===== config.mk =====
export PLATFORM = sky130hd
export DESIGN_NAME = double_hash_table_engine_unit
export DESIGN_NICKNAME = d
export VERILOG_FILES = /design/src/hw/rtl/dht_pkg.sv /design/src/hw/rtl/dht_ram.sv /design/src/hw/rtl/dht_datapath.sv /design/src/hw/rtl/dht_ctrl.sv /design/src/hw/rtl/double_hash_table_engine_unit.sv
export SDC_FILE = /design/constraint.sdc
export NUM_CORES = 2
export LEC_CHECK = 0
export ABC_AREA = 1
export BUFFER_PORTS_ARGS = -buffer_cell sky130_fd_sc_hd__buf_2
export CAP_MARGIN = 0
export CORE_UTILIZATION = 45
export CTS_CLUSTER_DIAMETER = 200
export DETAILED_ROUTE_END_ITERATION = 8
export SLEW_MARGIN = 10
export SYNTH_ARGS = -nofsm -noshare
export SYNTH_HDL_FRONTEND = slang
export SYNTH_MEMORY_MAX_BITS = 65536
export SYNTH_SLANG_ARGS = --single-unit

===== constraint.sdc =====
create_clock -name i_clk -period 10.6 [get_ports i_clk]
set_input_delay 1.06 -clock i_clk [delete_from_list [all_inputs] [get_ports i_clk]]
set_output_delay 1.06 -clock i_clk [all_outputs]
set_load 0.005 [all_outputs]

===== src/hw/rtl/dht_pkg.sv =====
// shared types and constants for the double hash table engine
// no dependencies
`timescale 1ns / 1ps
package dht_pkg;
    localparam int DEPTH        = 64;
    localparam int KEY_BITS     = 32;
    localparam int PAYLOAD_BITS = 32;
    localparam int IDX_BITS     = $clog2(DEPTH);
    localparam int CNT_BITS     = $clog2(DEPTH + 1);
    localparam int HASH_BITS    = 32;
    // hashes are reduced four bits a cycle
    localparam int NIB_STEPS    = HASH_BITS / 4;
    localparam int NIB_BITS     = $clog2(NIB_STEPS);

    localparam logic [1:0] ST_EMPTY = 2'd0;
    localparam logic [1:0] ST_LIVE  = 2'd1;
    localparam logic [1:0] ST_TOMB  = 2'd2;

    localparam logic [2:0] K_INSERT = 3'd0;
    localparam logic [2:0] K_LOOKUP = 3'd1;
    localparam logic [2:0] K_REMOVE = 3'd2;
    localparam logic [2:0] K_CLEAR  = 3'd3;
    localparam logic [2:0] K_SEEK   = 3'd4;

    localparam logic [2:0] RS_OK       = 3'd0;
    localparam logic [2:0] RS_FULL     = 3'd1;
    localparam logic [2:0] RS_EXISTS   = 3'd2;
    localparam logic [2:0] RS_NOTFOUND = 3'd3;
    localparam logic [2:0] RS_NOFREE   = 3'd4;

    // controller to datapath
    typedef struct packed {
        logic load;       // capture request, set probe to start
        logic mod_step;   // reduce four more hash bits mod size
        logic step;       // advance probe index
        logic rd;         // issue slot read at current probe
        logic wr_live;    // write key/payload, mark live
        logic wr_tomb;    // mark tombstone
        logic clr_step;   // clear one status entry
        logic emit;       // drive the result strobe
        logic [2:0] st;   // status to report
        logic has_slot;   // report slot contents
    } t_cmd;

    // datapath to controller
    typedef struct packed {
        logic [1:0] sts;      // status of slot read
        logic key_eq;         // key of slot read matches
        logic last;           // probe index is last one
        logic full;           // live count at capacity
        logic seek_oob;       // seek start past size
        logic clr_done;       // clear sweep finished
        logic mod_done;       // last hash reduction step
        logic [2:0] kind;
    } t_stat;
endpackage


===== src/hw/rtl/dht_ram.sv =====
// generic single port ram with registered read
// no dependencies
`timescale 1ns / 1ps
module dht_ram #(
    parameter int WIDTH = 8,
    parameter int DEPTH = 64
) (
    input  logic                     i_clk,
    input  logic                     i_we,
    input  logic [$clog2(DEPTH)-1:0] i_addr,
    input  logic [WIDTH-1:0]         i_wdata,
    output logic [WIDTH-1:0]         o_rdata
);
    logic [WIDTH-1:0] r_mem [DEPTH];
    always_ff @(posedge i_clk) begin
        if (i_we) r_mem[i_addr] <= i_wdata;
        o_rdata <= r_mem[i_addr];
    end
endmodule


===== src/hw/rtl/dht_datapath.sv =====
// probe arithmetic, slot storage and result register
// depends on dht_pkg and dht_ram
`timescale 1ns / 1ps
module dht_datapath import dht_pkg::*; (
    input  logic                    i_clk,
    input  logic                    i_rst_n,
    input  logic                    i_cfg_we,
    input  logic [CNT_BITS-1:0]     i_cfg_data,
    input  logic [2:0]              i_kind,
    input  logic [KEY_BITS-1:0]     i_key,
    input  logic [PAYLOAD_BITS-1:0] i_payload,
    input  logic [HASH_BITS-1:0]    i_hash_one,
    input  logic [HASH_BITS-1:0]    i_hash_two,
    input  logic [IDX_BITS-1:0]     i_start_index,
    input  t_cmd                    i_cmd,
    output t_stat                   o_stat,
    output logic                    o_valid,
    output logic [2:0]              o_status,
    output logic [KEY_BITS-1:0]     o_found_key,
    output logic [PAYLOAD_BITS-1:0] o_found_payload,
    output logic [IDX_BITS-1:0]     o_slot_index,
    output logic [CNT_BITS-1:0]     o_entry_count
);
    logic [CNT_BITS-1:0]     r_size;
    logic [CNT_BITS-1:0]     r_count;
    logic [2:0]              r_kind;
    logic [KEY_BITS-1:0]     r_key;
    logic [PAYLOAD_BITS-1:0] r_pay;
    logic [HASH_BITS-1:0]    r_h1;      // hash bits still to reduce
    logic [HASH_BITS-1:0]    r_h2;
    logic [NIB_BITS-1:0]     r_mcnt;
    logic [IDX_BITS-1:0]     r_pos;     // current slot
    logic [IDX_BITS-1:0]     r_stride;  // step mod size
    logic [CNT_BITS-1:0]     r_i;       // probe number or seek index
    logic [IDX_BITS-1:0]     r_hit;     // slot last read
    logic [IDX_BITS-1:0]     r_clr;
    logic [1:0]              sts_rd;
    logic                    sts_we;
    logic [IDX_BITS-1:0]     sts_addr;
    logic [1:0]              sts_wdata;
    logic [CNT_BITS-1:0]     n_eff;
    logic [IDX_BITS:0]       sum;
    logic [KEY_BITS-1:0]     key_rd;
    logic [PAYLOAD_BITS-1:0] pay_rd;
    logic                    seek;

    // shift four bits into a remainder below n
    function automatic logic [IDX_BITS-1:0] mod_nib(logic [IDX_BITS-1:0] rem,
            logic [3:0] nib, logic [CNT_BITS-1:0] n);
        logic [CNT_BITS:0]   t;
        logic [IDX_BITS-1:0] r;
        r = rem;
        for (int b = 3; b >= 0; b--) begin
            t = {1'b0, r, nib[b]};
            if (t >= {1'b0, n}) t = t - {1'b0, n};
            r = t[IDX_BITS-1:0];
        end
        return r;
    endfunction

    assign n_eff = (r_size == '0) ? CNT_BITS'(1) :
                   (r_size > CNT_BITS'(DEPTH)) ? CNT_BITS'(DEPTH) : r_size;
    assign seek   = (r_kind == K_SEEK);
    assign sum    = {1'b0, r_pos} + {1'b0, r_stride};

    always_ff @(posedge i_clk) begin
        if (!i_rst_n) begin
            r_size <= CNT_BITS'(DEPTH);
            r_count <= '0;
            r_clr <= '0;
            o_valid <= 1'b0;
        end else begin
            if (i_cfg_we) r_size <= i_cfg_data;
            o_valid <= i_cmd.emit;
            if (i_cmd.wr_live) r_count <= r_count + CNT_BITS'(1);
            if (i_cmd.wr_tomb && r_count != '0) r_count <= r_count - CNT_BITS'(1);
            if (i_cmd.clr_step) begin
                r_clr <= r_clr + IDX_BITS'(1);
                r_count <= '0;
            end
        end
    end

    always_ff @(posedge i_clk) begin
        if (i_cmd.load) begin
            r_kind <= i_kind;
            r_key <= i_key;
            r_pay <= i_payload;
            r_h1 <= i_hash_one;
            r_h2 <= i_hash_two | HASH_BITS'(1);
            r_mcnt <= '0;
            r_i <= (i_kind == K_SEEK) ? CNT_BITS'(i_start_index) : '0;
            r_pos <= (i_kind == K_SEEK) ? i_start_index : '0;
            r_stride <= '0;
        end else if (i_cmd.mod_step) begin
            r_h1 <= {r_h1[HASH_BITS-5:0], 4'd0};
            r_h2 <= {r_h2[HASH_BITS-5:0], 4'd0};
            r_mcnt <= r_mcnt + NIB_BITS'(1);
            r_pos <= mod_nib(r_pos, r_h1[HASH_BITS-1 -: 4], n_eff);
            r_stride <= mod_nib(r_stride, r_h2[HASH_BITS-1 -: 4], n_eff);
        end else if (i_cmd.step) begin
            r_i <= r_i + CNT_BITS'(1);
            if (seek) r_pos <= r_pos + IDX_BITS'(1);
            else r_pos <= (sum >= {1'b0, n_eff}) ?
                IDX_BITS'(sum - {1'b0, n_eff}) : sum[IDX_BITS-1:0];
        end
        if (i_cmd.rd) r_hit <= r_pos;
        if (i_cmd.emit) begin
            o_status <= i_cmd.st;
            o_found_key <= i_cmd.has_slot ? (i_cmd.wr_live ? r_key : key_rd) : '0;
            o_found_payload <= i_cmd.has_slot ? (i_cmd.wr_live ? r_pay : pay_rd) : '0;
            o_slot_index <= i_cmd.has_slot ? r_hit : '0;
            o_entry_count <= i_cmd.wr_live ? r_count + CNT_BITS'(1) :
                (i_cmd.wr_tomb && r_count != '0) ? r_count - CNT_BITS'(1) :
                i_cmd.clr_step ? '0 : r_count;
        end
    end

    // status entries: one write or one read a cycle
    assign sts_we    = i_cmd.clr_step | i_cmd.wr_live | i_cmd.wr_tomb;
    assign sts_addr  = i_cmd.clr_step ? r_clr :
                       (i_cmd.wr_live | i_cmd.wr_tomb) ? r_hit : r_pos;
    assign sts_wdata = i_cmd.clr_step ? ST_EMPTY : i_cmd.wr_live ? ST_LIVE : ST_TOMB;

    dht_ram #(.WIDTH(2), .DEPTH(DEPTH)) u_sts (
        .i_clk(i_clk), .i_we(sts_we), .i_addr(sts_addr),
        .i_wdata(sts_wdata), .o_rdata(sts_rd));
    dht_ram #(.WIDTH(KEY_BITS), .DEPTH(DEPTH)) u_key (
        .i_clk(i_clk), .i_we(i_cmd.wr_live), .i_addr(i_cmd.wr_live ? r_hit : r_pos),
        .i_wdata(r_key), .o_rdata(key_rd));
    dht_ram #(.WIDTH(PAYLOAD_BITS), .DEPTH(DEPTH)) u_pay (
        .i_clk(i_clk), .i_we(i_cmd.wr_live), .i_addr(i_cmd.wr_live ? r_hit : r_pos),
        .i_wdata(r_pay), .o_rdata(pay_rd));

    always_comb begin
        o_stat.sts = sts_rd;
        o_stat.key_eq = (key_rd == r_key);
        o_stat.last = (r_i + CNT_BITS'(1) >= n_eff);
        o_stat.full = (r_count >= n_eff);
        o_stat.seek_oob = (r_i >= n_eff);
        o_stat.clr_done = (r_clr == IDX_BITS'(DEPTH - 1));
        o_stat.mod_done = (r_mcnt == NIB_BITS'(NIB_STEPS - 1));
        o_stat.kind = r_kind;
    end
endmodule


===== src/hw/rtl/dht_ctrl.sv =====
// sequencer for insert, lookup, remove, clear and seek
// depends on dht_pkg
`timescale 1ns / 1ps
module dht_ctrl import dht_pkg::*; (
    input  logic  i_clk,
    input  logic  i_rst_n,
    input  logic  i_start,
    input  t_stat i_stat,
    output logic  o_busy,
    output t_cmd  o_cmd
);
    typedef enum logic [2:0] {
        S_INIT, S_IDLE, S_HASH, S_DISP, S_READ, S_EVAL, S_CLEAR, S_WRITE
    } t_state;
    t_state r_state, n_state;

    always_ff @(posedge i_clk) begin
        if (!i_rst_n) r_state <= S_INIT;
        else r_state <= n_state;
    end
    assign o_busy = (r_state != S_IDLE);

    always_comb begin
        o_cmd = '0;
        n_state = r_state;
        case (r_state)
            // sweep after reset empties every slot
            S_INIT: begin
                o_cmd.clr_step = 1'b1;
                if (i_stat.clr_done) n_state = S_IDLE;
            end
            S_IDLE: if (i_start) begin
                o_cmd.load = 1'b1;
                n_state = S_HASH;
            end
            S_HASH: begin
                case (i_stat.kind)
                    K_INSERT, K_LOOKUP, K_REMOVE: begin
                        o_cmd.mod_step = 1'b1;
                        if (i_stat.mod_done) n_state = S_DISP;
                    end
                    default: n_state = S_DISP;
                endcase
            end
            S_DISP: begin
                case (i_stat.kind)
                    K_INSERT: if (i_stat.full) begin
                        o_cmd.emit = 1'b1; o_cmd.st = RS_FULL; n_state = S_IDLE;
                    end else begin
                        o_cmd.rd = 1'b1; n_state = S_READ;
                    end
                    K_LOOKUP, K_REMOVE: begin
                        o_cmd.rd = 1'b1; n_state = S_READ;
                    end
                    K_CLEAR: n_state = S_CLEAR;
                    K_SEEK: if (i_stat.seek_oob) begin
                        o_cmd.emit = 1'b1; o_cmd.st = RS_NOTFOUND; n_state = S_IDLE;
                    end else begin
                        o_cmd.rd = 1'b1; n_state = S_READ;
                    end
                    default: begin
                        o_cmd.emit = 1'b1; o_cmd.st = RS_NOTFOUND; n_state = S_IDLE;
                    end
                endcase
            end
            S_READ: n_state = S_EVAL;   // ram and status read latency
            S_EVAL: begin
                case (i_stat.kind)
                    K_INSERT: begin
                        if (i_stat.sts != ST_LIVE) begin
                            n_state = S_WRITE;
                        end else if (i_stat.key_eq) begin
                            o_cmd.emit = 1'b1; o_cmd.st = RS_EXISTS;
                            o_cmd.has_slot = 1'b1; n_state = S_IDLE;
                        end else if (i_stat.last) begin
                            o_cmd.emit = 1'b1; o_cmd.st = RS_NOFREE; n_state = S_IDLE;
                        end else begin
                            o_cmd.step = 1'b1; n_state = S_DISP;
                        end
                    end
                    K_SEEK: begin
                        if (i_stat.sts == ST_LIVE) begin
                            o_cmd.emit = 1'b1; o_cmd.st = RS_OK;
                            o_cmd.has_slot = 1'b1; n_state = S_IDLE;
                        end else if (i_stat.last) begin
                            o_cmd.emit = 1'b1; o_cmd.st = RS_NOTFOUND; n_state = S_IDLE;
                        end else begin
                            o_cmd.step = 1'b1; n_state = S_DISP;
                        end
                    end
                    default: begin
                        if (i_stat.sts == ST_LIVE && i_stat.key_eq) begin
                            o_cmd.emit = 1'b1; o_cmd.st = RS_OK; o_cmd.has_slot = 1'b1;
                            o_cmd.wr_tomb = (i_stat.kind == K_REMOVE);
                            n_state = S_IDLE;
                        end else if (i_stat.sts == ST_EMPTY || i_stat.last) begin
                            o_cmd.emit = 1'b1; o_cmd.st = RS_NOTFOUND; n_state = S_IDLE;
                        end else begin
                            o_cmd.step = 1'b1; n_state = S_DISP;
                        end
                    end
                endcase
            end
            S_WRITE: begin
                o_cmd.wr_live = 1'b1; o_cmd.emit = 1'b1; o_cmd.st = RS_OK;
                o_cmd.has_slot = 1'b1; n_state = S_IDLE;
            end
            S_CLEAR: begin
                o_cmd.clr_step = 1'b1;
                if (i_stat.clr_done) begin
                    o_cmd.emit = 1'b1; o_cmd.st = RS_OK; n_state = S_IDLE;
                end
            end
            default: n_state = S_IDLE;
        endcase
    end
endmodule


===== src/hw/rtl/double_hash_table_engine_unit.sv =====
// double hash table engine top level: controller plus datapath
// depends on dht_pkg, dht_ctrl, dht_datapath
//
// usage: raise start with a request while busy is low; the request is
// taken at that edge and busy rises. one result per request appears for a
// single cycle with o_valid high; the receiver cannot stall it. busy is
// already low in that cycle, so the next request can be taken at its end.
// request flow from the accepting edge to the result strobe:
// insert, lookup and remove first reduce both hashes mod the size, four
// bits a cycle, then pass dispatch, slot read and evaluate states for each
// probe, bounded by the single ported slot memories; an insert that writes
// adds a write state. a full table is reported from dispatch, before any
// slot read. seek skips the reduction and probes slots in order; a start
// past the size is reported from dispatch, as are unknown kinds. clear
// sweeps all 64 status entries, one a cycle.
// i_cfg_we writes the slot count in use (0 acts as 1, above 64 acts as 64);
// write it only while idle. reset zeroes the count and sets the size to 64,
// then a sweep with busy high empties every slot.
`timescale 1ns / 1ps
module double_hash_table_engine_unit import dht_pkg::*; (
    input  logic                    i_clk,
    input  logic                    i_rst_n,
    input  logic                    start,
    output logic                    busy,
    input  logic                    i_cfg_we,
    input  logic [CNT_BITS-1:0]     i_cfg_data,
    input  logic [2:0]              i_kind,
    input  logic [KEY_BITS-1:0]     i_key,
    input  logic [PAYLOAD_BITS-1:0] i_payload,
    input  logic [HASH_BITS-1:0]    i_hash_one,
    input  logic [HASH_BITS-1:0]    i_hash_two,
    input  logic [IDX_BITS-1:0]     i_start_index,
    output logic                    o_valid,
    output logic [2:0]              o_status,
    output logic [KEY_BITS-1:0]     o_found_key,
    output logic [PAYLOAD_BITS-1:0] o_found_payload,
    output logic [IDX_BITS-1:0]     o_slot_index,
    output logic [CNT_BITS-1:0]     o_entry_count
);
    t_cmd  cmd;
    t_stat stat;

    dht_ctrl u_ctrl (.i_clk(i_clk), .i_rst_n(i_rst_n), .i_start(start),
        .i_stat(stat), .o_busy(busy), .o_cmd(cmd));

    dht_datapath u_dp (.i_clk(i_clk), .i_rst_n(i_rst_n), .i_cfg_we(i_cfg_we),
        .i_cfg_data(i_cfg_data), .i_kind(i_kind), .i_key(i_key),
        .i_payload(i_payload), .i_hash_one(i_hash_one), .i_hash_two(i_hash_two),
        .i_start_index(i_start_index), .i_cmd(cmd), .o_stat(stat),
        .o_valid(o_valid), .o_status(o_status), .o_found_key(o_found_key),
        .o_found_payload(o_found_payload), .o_slot_index(o_slot_index),
        .o_entry_count(o_entry_count));

    // a result transfer always ends a busy period
    a_valid_ends: assert property (@(posedge i_clk) disable iff (!i_rst_n)
        o_valid |-> !busy) else $error("result while still busy");
    // the live count never passes the table depth
    a_count_cap: assert property (@(posedge i_clk) disable iff (!i_rst_n)
        o_valid |-> o_entry_count <= CNT_BITS'(DEPTH)) else $error("count overflow");
    // an accepted request raises busy in the next cycle
    a_accept: assert property (@(posedge i_clk) disable iff (!i_rst_n)
        (start && !busy) |=> busy) else $error("request not taken");
endmodule

## Yosys cells after proc, flatten, opt, wreduce, memory -nomap -nowiden

Memory sizes are Yosys's and may differ from the RTL's. A register that Yosys moved wholly into a read port is not among the register bits.
Cells that the tools add are included.
W data, S select, Z words.

| word-level totals | value |
|---|---|
| register bits | 263 |
| memory bits (writable) | 4224 |
| bits of input ports | 148 |
| output and inout bits | 82 |
| word-level logic and storage cells | 204 |
| memories kept | 3 |

| cells by class | value |
|---|---|
| add/sub/neg operators | 16 |
| magnitude comparators | 13 |
| eq/ne operators | 22 |
| muxes and demuxes | 105 |
| bitwise logic cells | 4 |
| reduce and logical (&&, ||, !) cells | 20 |

Memory list:

| memory | words | width | read ports | clocked after memory_dff | write ports | RTL line | text |
|---|---|---|---|---|---|---|---|
| u_dp.u_key.r_mem | 64 | 32 | 1 | 1 | 1 | dht_ram.sv:14 | `logic [WIDTH-1:0] r_mem [DEPTH];` |
| u_dp.u_pay.r_mem | 64 | 32 | 1 | 1 | 1 | dht_ram.sv:14 |  |
| u_dp.u_sts.r_mem | 64 | 2 | 1 | 1 | 1 | dht_ram.sv:14 |  |

Operator list:

| kind | number |
|---|---|
| $mux W32 | 6 |
| $mux W6 | 30 |
| $ge A7 B7 Y1 | 12 |
| $mux W7 | 10 |
| $sub A6 B6 Y6 | 9 |
| $mux W4 | 9 |
| $eq A32 B32 Y1 | 1 |
| $mux W1 | 26 |
| $mux W3 | 8 |
| $eq A3 B3 Y1 const B | 7 |
| $pmux W3 S7 | 1 |
| $pmux W4 S4 | 1 |
| $add A7 B1 Y7 const B | 2 |
| $add A6 B1 Y6 const B | 2 |
| $eq A3 B2 Y1 const B | 4 |
| $mux W2 | 6 |
| $pmux W3 S4 | 1 |
| $pmux W4 S3 | 1 |
| $pmux W5 S2 | 1 |
| $reduce_or A2 Y1 | 4 |
| $add A6 B6 Y7 | 1 |
| $gt A7 B7 Y1 const B | 1 |
| $logic_not A7 Y1 | 1 |
| $reduce_bool A7 Y1 | 1 |
| other kinds (24) | 35 |

## Logic depth before layout (Yosys ltp)

| depth | value |
|---|---|
| word-level depth | 19 |
| gate-level depth with buffers | 52 |
| depth with buffers taken out | 50 |

## Hierarchy

Synthesis repeated with hierarchy kept, for this count alone.

| unflattened totals | value |
|---|---|
| cell total of the unflattened synthesis | 19205 |
| area total of the unflattened synthesis | 194482.8 µm² |

Modules (own cells, without submodules):

| module | times used | cells an instance | area an instance (µm²) | sequential area each (µm²) |
|---|---|---|---|---|
| dht_ram at u_dp.u_key | 1 | 8444 | 86661.9 | 62139.6 |
| dht_ram at u_dp.u_pay | 1 | 8440 | 86503.0 | 62139.6 |
| dht_datapath | 1 | 1625 | 15014.4 | 7497.2 |
| dht_ram at u_dp.u_sts | 1 | 599 | 5784.3 | 3883.7 |
| dht_ctrl | 1 | 97 | 519.2 | 60.1 |

## Least setup slack after synthesis

Ideal clock, no wire load.

| timing path | value |
|---|---|
| kind | reg2reg |
| from | register u_dp.r_size[4] |
| to | register u_dp.r_pos[0] (data pin) |
| setup time | 264 ps |
| data arrival time | 7137 ps |
| required time | 10336 ps |
| setup slack | 3199 ps |
| cell stages (with the launch flop) | 51 |
| cells stage by stage | dfxtp_1 > nor2_1 > nand2_1 > nor3_1 > inv_1 > nand2_1 > nand2_1 > ha_1 > nand2_1 > o21ai_0 > a21oi_1 > o21bai_1 > nand2_1 > nand2_1 > a21o_1 > clkbuf_1 > nor2_1 > a21oi_1 > (+15 left out) > nand2_1 > nand2_1 > a21oi_1 > clkbuf_1 > o21ai_0 > ha_1 > nand3_1 > nand2_1 > a21oi_1 > o21ai_0 > a21oi_1 > nor2_1 > o21ai_0 > nand2_1 > clkbuf_1 > a21oi_1 > o21ai_0 > nand3_1 |

| between the ends | value |
|---|---|
| word-level cells in the longest chain between the ends | 19 |
| elaborated cells on any way between the ends | 29 |

Ends and longest elaborated chain:

| item | RTL line | text |
|---|---|---|
| start: declaration | dht_datapath.sv:24 | `logic [CNT_BITS-1:0] r_size;` |
| start signal: assignment | dht_datapath.sv:68 | `r_size <= CNT_BITS'(DEPTH);` |
| start signal: assignment | dht_datapath.sv:73 | `if (i_cfg_we) r_size <= i_cfg_data;` |
| $gt A7 B7 Y1 | dht_datapath.sv:62 | `(r_size > CNT_BITS'(DEPTH)) ? CNT_BITS'(DEPTH) : r_size;` |
| $mux W7 | dht_datapath.sv:62 |  |
| $mux W7 * | dht_datapath.sv:61 | `assign n_eff = (r_size == '0) ? CNT_BITS'(1) :` |
| $sub A6 B6 Y6 / $ge A7 B7 Y1 (equally long branches) | dht_datapath.sv:55 | `if (t >= {1'b0, n}) t = t - {1'b0, n};` |
| $mux W6 | dht_datapath.sv:55 |  |
| $mux W6 | dht_datapath.sv:95 | `end else if (i_cmd.mod_step) begin` |
| $mux W6 | dht_datapath.sv:85 | `if (i_cmd.load) begin` |
| $sub A6 B6 Y6 / $ge A7 B7 Y1 (equally long branches) | dht_datapath.sv:55 |  |
| (+3 left out) | - |  |
| $sub A6 B6 Y6 / $ge A7 B7 Y1 (equally long branches) | dht_datapath.sv:55 |  |
| $mux W6 | dht_datapath.sv:55 |  |
| $mux W6 | dht_datapath.sv:95 |  |
| $mux W6 | dht_datapath.sv:85 |  |
| $ge A7 B7 Y1 | dht_datapath.sv:55 |  |
| $mux W6 | dht_datapath.sv:55 |  |
| $mux W6 * | dht_datapath.sv:95 |  |
| $mux W6 * | dht_datapath.sv:85 |  |
| end signal: assignment | dht_datapath.sv:93 | `r_pos <= (i_kind == K_SEEK) ? i_start_index : '0;` |
| end signal: assignment | dht_datapath.sv:99 | `r_pos <= mod_nib(r_pos, r_h1[HASH_BITS-1 -: 4], n_eff);` |
| end signal: assignment | dht_datapath.sv:103 | `if (seek) r_pos <= r_pos + IDX_BITS'(1);` |
| end: declaration | dht_datapath.sv:32 | `logic [IDX_BITS-1:0] r_pos;` |

Mark *: on every way between the ends. The rest lies on a longest branch, timed or not. The select of a mux whose other input is x is not followed.
A chain may end at the register's enable or synchronous reset.

## Worst setup path in the final report

| timing path | value |
|---|---|
| from | register u_dp.r_size[2] |
| to | register u_dp.r_pos[1] (data pin) |

| between the ends | value |
|---|---|
| word-level cells in the longest chain between the ends | 19 |
| elaborated cells on any way between the ends | 29 |

Ends and longest elaborated chain:

| item | RTL line |
|---|---|
| $gt A7 B7 Y1 | dht_datapath.sv:62 |
| $mux W7 | dht_datapath.sv:62 |
| $mux W7 * | dht_datapath.sv:61 |
| $sub A6 B6 Y6 / $ge A7 B7 Y1 (equally long branches) | dht_datapath.sv:55 |
| $mux W6 | dht_datapath.sv:55 |
| $mux W6 | dht_datapath.sv:95 |
| $mux W6 | dht_datapath.sv:85 |
| $sub A6 B6 Y6 / $ge A7 B7 Y1 (equally long branches) | dht_datapath.sv:55 |
| (+3 left out) | - |
| $sub A6 B6 Y6 / $ge A7 B7 Y1 (equally long branches) | dht_datapath.sv:55 |
| $mux W6 | dht_datapath.sv:55 |
| $mux W6 | dht_datapath.sv:95 |
| $mux W6 | dht_datapath.sv:85 |
| $ge A7 B7 Y1 / $sub A6 B6 Y6 (equally long branches) | dht_datapath.sv:55 |
| $mux W6 | dht_datapath.sv:55 |
| $mux W6 * | dht_datapath.sv:95 |
| $mux W6 * | dht_datapath.sv:85 |

Marks and branches as above.

==> reports/metrics.cfg <==
[logic_synthesis]
syn-instance-count = 10600
ys_async_sr_fraction = 0
ys_seq_elements = 4553
synthMuxAreaShare = 0
synthAdderAreaFrac = 0.00837
synth_nets = 10900
synth-simple-area-share = 0.0743
yosysWarnings = 0
synth_top_family_by_area = compound AO/OA/AOI/OAI gates
synth-main-ff-cell = edfxtp_1
synth_xor_area_frac = 0.00370
syn_area_um2 = 170000
ys_seq_area_frac = 0.797
synth.distinct_cells = 60
avgSynthCellArea_um2 = 16.0
synth-compound-area-share = 0.0963
synth_edf_count = 4453

[floorplan]
fp.dieH_um = 617
initial_core_util = 0.453
ioPinCount = 230
die_x_um = 617
dieArea_um2 = 381000
rows = 225
core_area_um2 = 376000

[timing]
hold_viol_final = 0
holdWs_ns = 0.229
layout_min_cycle_time_ns = 8.41
maxSlewViolCount = 0
rsz0062_at_grt = no
slew_headroom = 0.138
tightest_slew_ns = 1.29
setup_ws_ns = 2.19
finalCritPeriodShare = 0.793
clock-skew-final_ns = 0.0947
final-setup-viol-count = 0
fin_tns_setup_ns = 0
fmax_mhz = 119

[layout]
final_common_cell = edfxtp_1
synthToLayoutAreaGrowth_pct = 13.4
final_cell_mix = edfxtp_1 (4453), nand2_1 (1746), a22oi_1 (1359)
drive_gt1_frac = 0.114
finalNonFillerCells = 16400
final_nets = 11300

[clocking]
clock_latency_ns = 0.99
cts_buffers = 449
cts_buffer_depth = 4
cts_resized = 0
clkSinkCount = 4553
hold_buffers = 0
clkTransAtPathRegs_ns = 0.06
cts_setup_buffers = 0
cts_tree = yes
root_buffer = clkbuf_16
ctsHtreeMaxLevel = 5

[drt]
routedWlPerCell_um = 34.5
routed_via_density = 6.44
drtAntennaViolNets = 0
finalWirelength_um = 566000
route.vias.total = 106000
first_iter_violations = 16800
drtPass1Iterations = 8
drc = 0

[worst_setup_path]
crit_required_ns = 11.28
r2r_end = u_dp.r_pos[1]
worstPathArrival_ns = 9.09
startpoint_type = register
critPathMaxFanout = 21
crit_top_cell = nand2_1
reg2regPathDepth = 50
crit_path_end = u_dp.r_pos[1]
worstSetupEndpointType = register
path_class = register to register
cpMaxStageDelayCell = a21oi_1
crit_start = u_dp.r_size[2]
cpPeakStageDelay_ns = 0.58
r2r_slack_ns = 2.19
r2r_start = u_dp.r_size[2]

[outcome]
run_status = complete, no violations

[pwr]
p_leak_nw = 62.2
irDropWorstVdd_v = 0.000255
powerDensity_nw_per_um2 = 255
total_power_mw = 49.3

[placed_design]
dp_hpwl_um = 284000
port_buffers = 228
placed_cells = 15600
gp_congestion = 0.841
dp_slack_ns = 2.21

[flow_run]
cap_violations = 0

[worst_hold_path]
hold_path_class = input pin to register

[grt]
grt_pass1_vias = 102000
grt_pass1_wl_um = 780000
grt-ovfl-total = 0
grt_max_degree = 128
antenna_found_initial = 19
grt_usage = 0.289

-- registers in the layout (all words and copies together), names as in the netlist, 32 cells and up --
signal and cells:
u_dp.u_pay.o_rdata 32, u_dp.u_key.o_rdata 32, u_dp.o_found_key 32, u_dp.r_h1 32
u_dp.r_key 32, u_dp.o_found_payload 32, u_dp.u_pay.r_mem 2048, u_dp.u_sts.r_mem 128
u_dp.r_h2 32, u_dp.r_pay 32, u_dp.u_key.r_mem 2048
-- worst max-delay path, delay by kind of cell, from the launching register on --
| family | cells | cell delay (ns) |
|---|---|---|
| simple gates | 24 | 2.10 |
| flops | 1 | 0.33 |
| fa+ha+maj | 4 | 1.42 |
| compound gates | 18 | 3.75 |
| buf+inv | 4 | 0.54 |
-- metal layers --
metal | global-route usage | up-vias | routed length (µm) | share of wire
met5 | 0 | - | 39 | 0.000069
li1 | - | 42800 | - | -
met1 | 0.398 | 54600 | 214000 | 0.38
met2 | 0.454 | 7212 | 260000 | 0.46
met4 | 0.116 | 6 | 26100 | 0.046
met3 | 0.0576 | 1253 | 66700 | 0.12
-- report_power, final --
group | internal, mW | total [mW] | switching [mW]
registers | 20.6 | 20.9 | 0.282
logic | 3.68 | 12.4 | 8.76
clock network | 9.08 | 15.9 | 6.84
-- area by class of cell --
type                            count  area, µm²
Fill cell                       30600     183000
Sequential cell                  4553     136000
Multi-Input combinational cell   5230      31700
Clock buffer                      570      12000
Tap cell                         4994       6250
Timing Repair Buffer              531       3750
Clock inverter                    277       2750
Inverter                          262       1040
Antenna cell                        8       20.0
-- stage by stage --
stage	instance area, µm²	util
2_1_floorplan	170000	-
3_3_place_gp	178000	0.475
3_5_place_dp	178000	0.475
4_1_cts	193000	0.514
5_1_grt	193000	0.514
6_report	193000	0.514
-- cells by family after synthesis --
group,after synthesis
AO/OA/AOI/OAI,2207
XOR/XNOR,72
adder cells (fa/ha/maj),108
buffers and inverters,845
flip-flops,4553
AND/OR/NAND/NOR,2843
-- cells in the mapped netlist, types with 100 or more instances --
cell type     n  share of area
inv_1       242         0.0053
edfxtp_1   4453           0.78
a21oi_1     172         0.0051
a22o_1      245          0.013
nand2_1    1750          0.039
a22oi_1    1359          0.060
nor2_1      261         0.0058
nand4_1     568          0.021
nand3_1     165         0.0048
a221oi_1    222          0.011
clkbuf_1    237         0.0052
o21ai_0     133         0.0039
dfxtp_1     100          0.012
buf_2       237         0.0070
-- how the worst min path moves through the flow --
stage,depth (start not counted),end,start,slack [ns]
detailed placement,2,u_dp.r_h2[0],u_dp.r_h2[0],0.45
CTS,1,u_dp.r_key[21],i_key[21],0.18
global route,1,u_dp.r_pay[29],i_payload[29],0.20
global placement,2,u_dp.r_h2[0],u_dp.r_h2[0],0.44
finish,1,u_dp.r_pay[22],i_payload[22],0.23
floorplan,2,u_dp.r_h2[0],u_dp.r_h2[0],0.43
No activity file was read; power rests on OpenSTA's default activity.
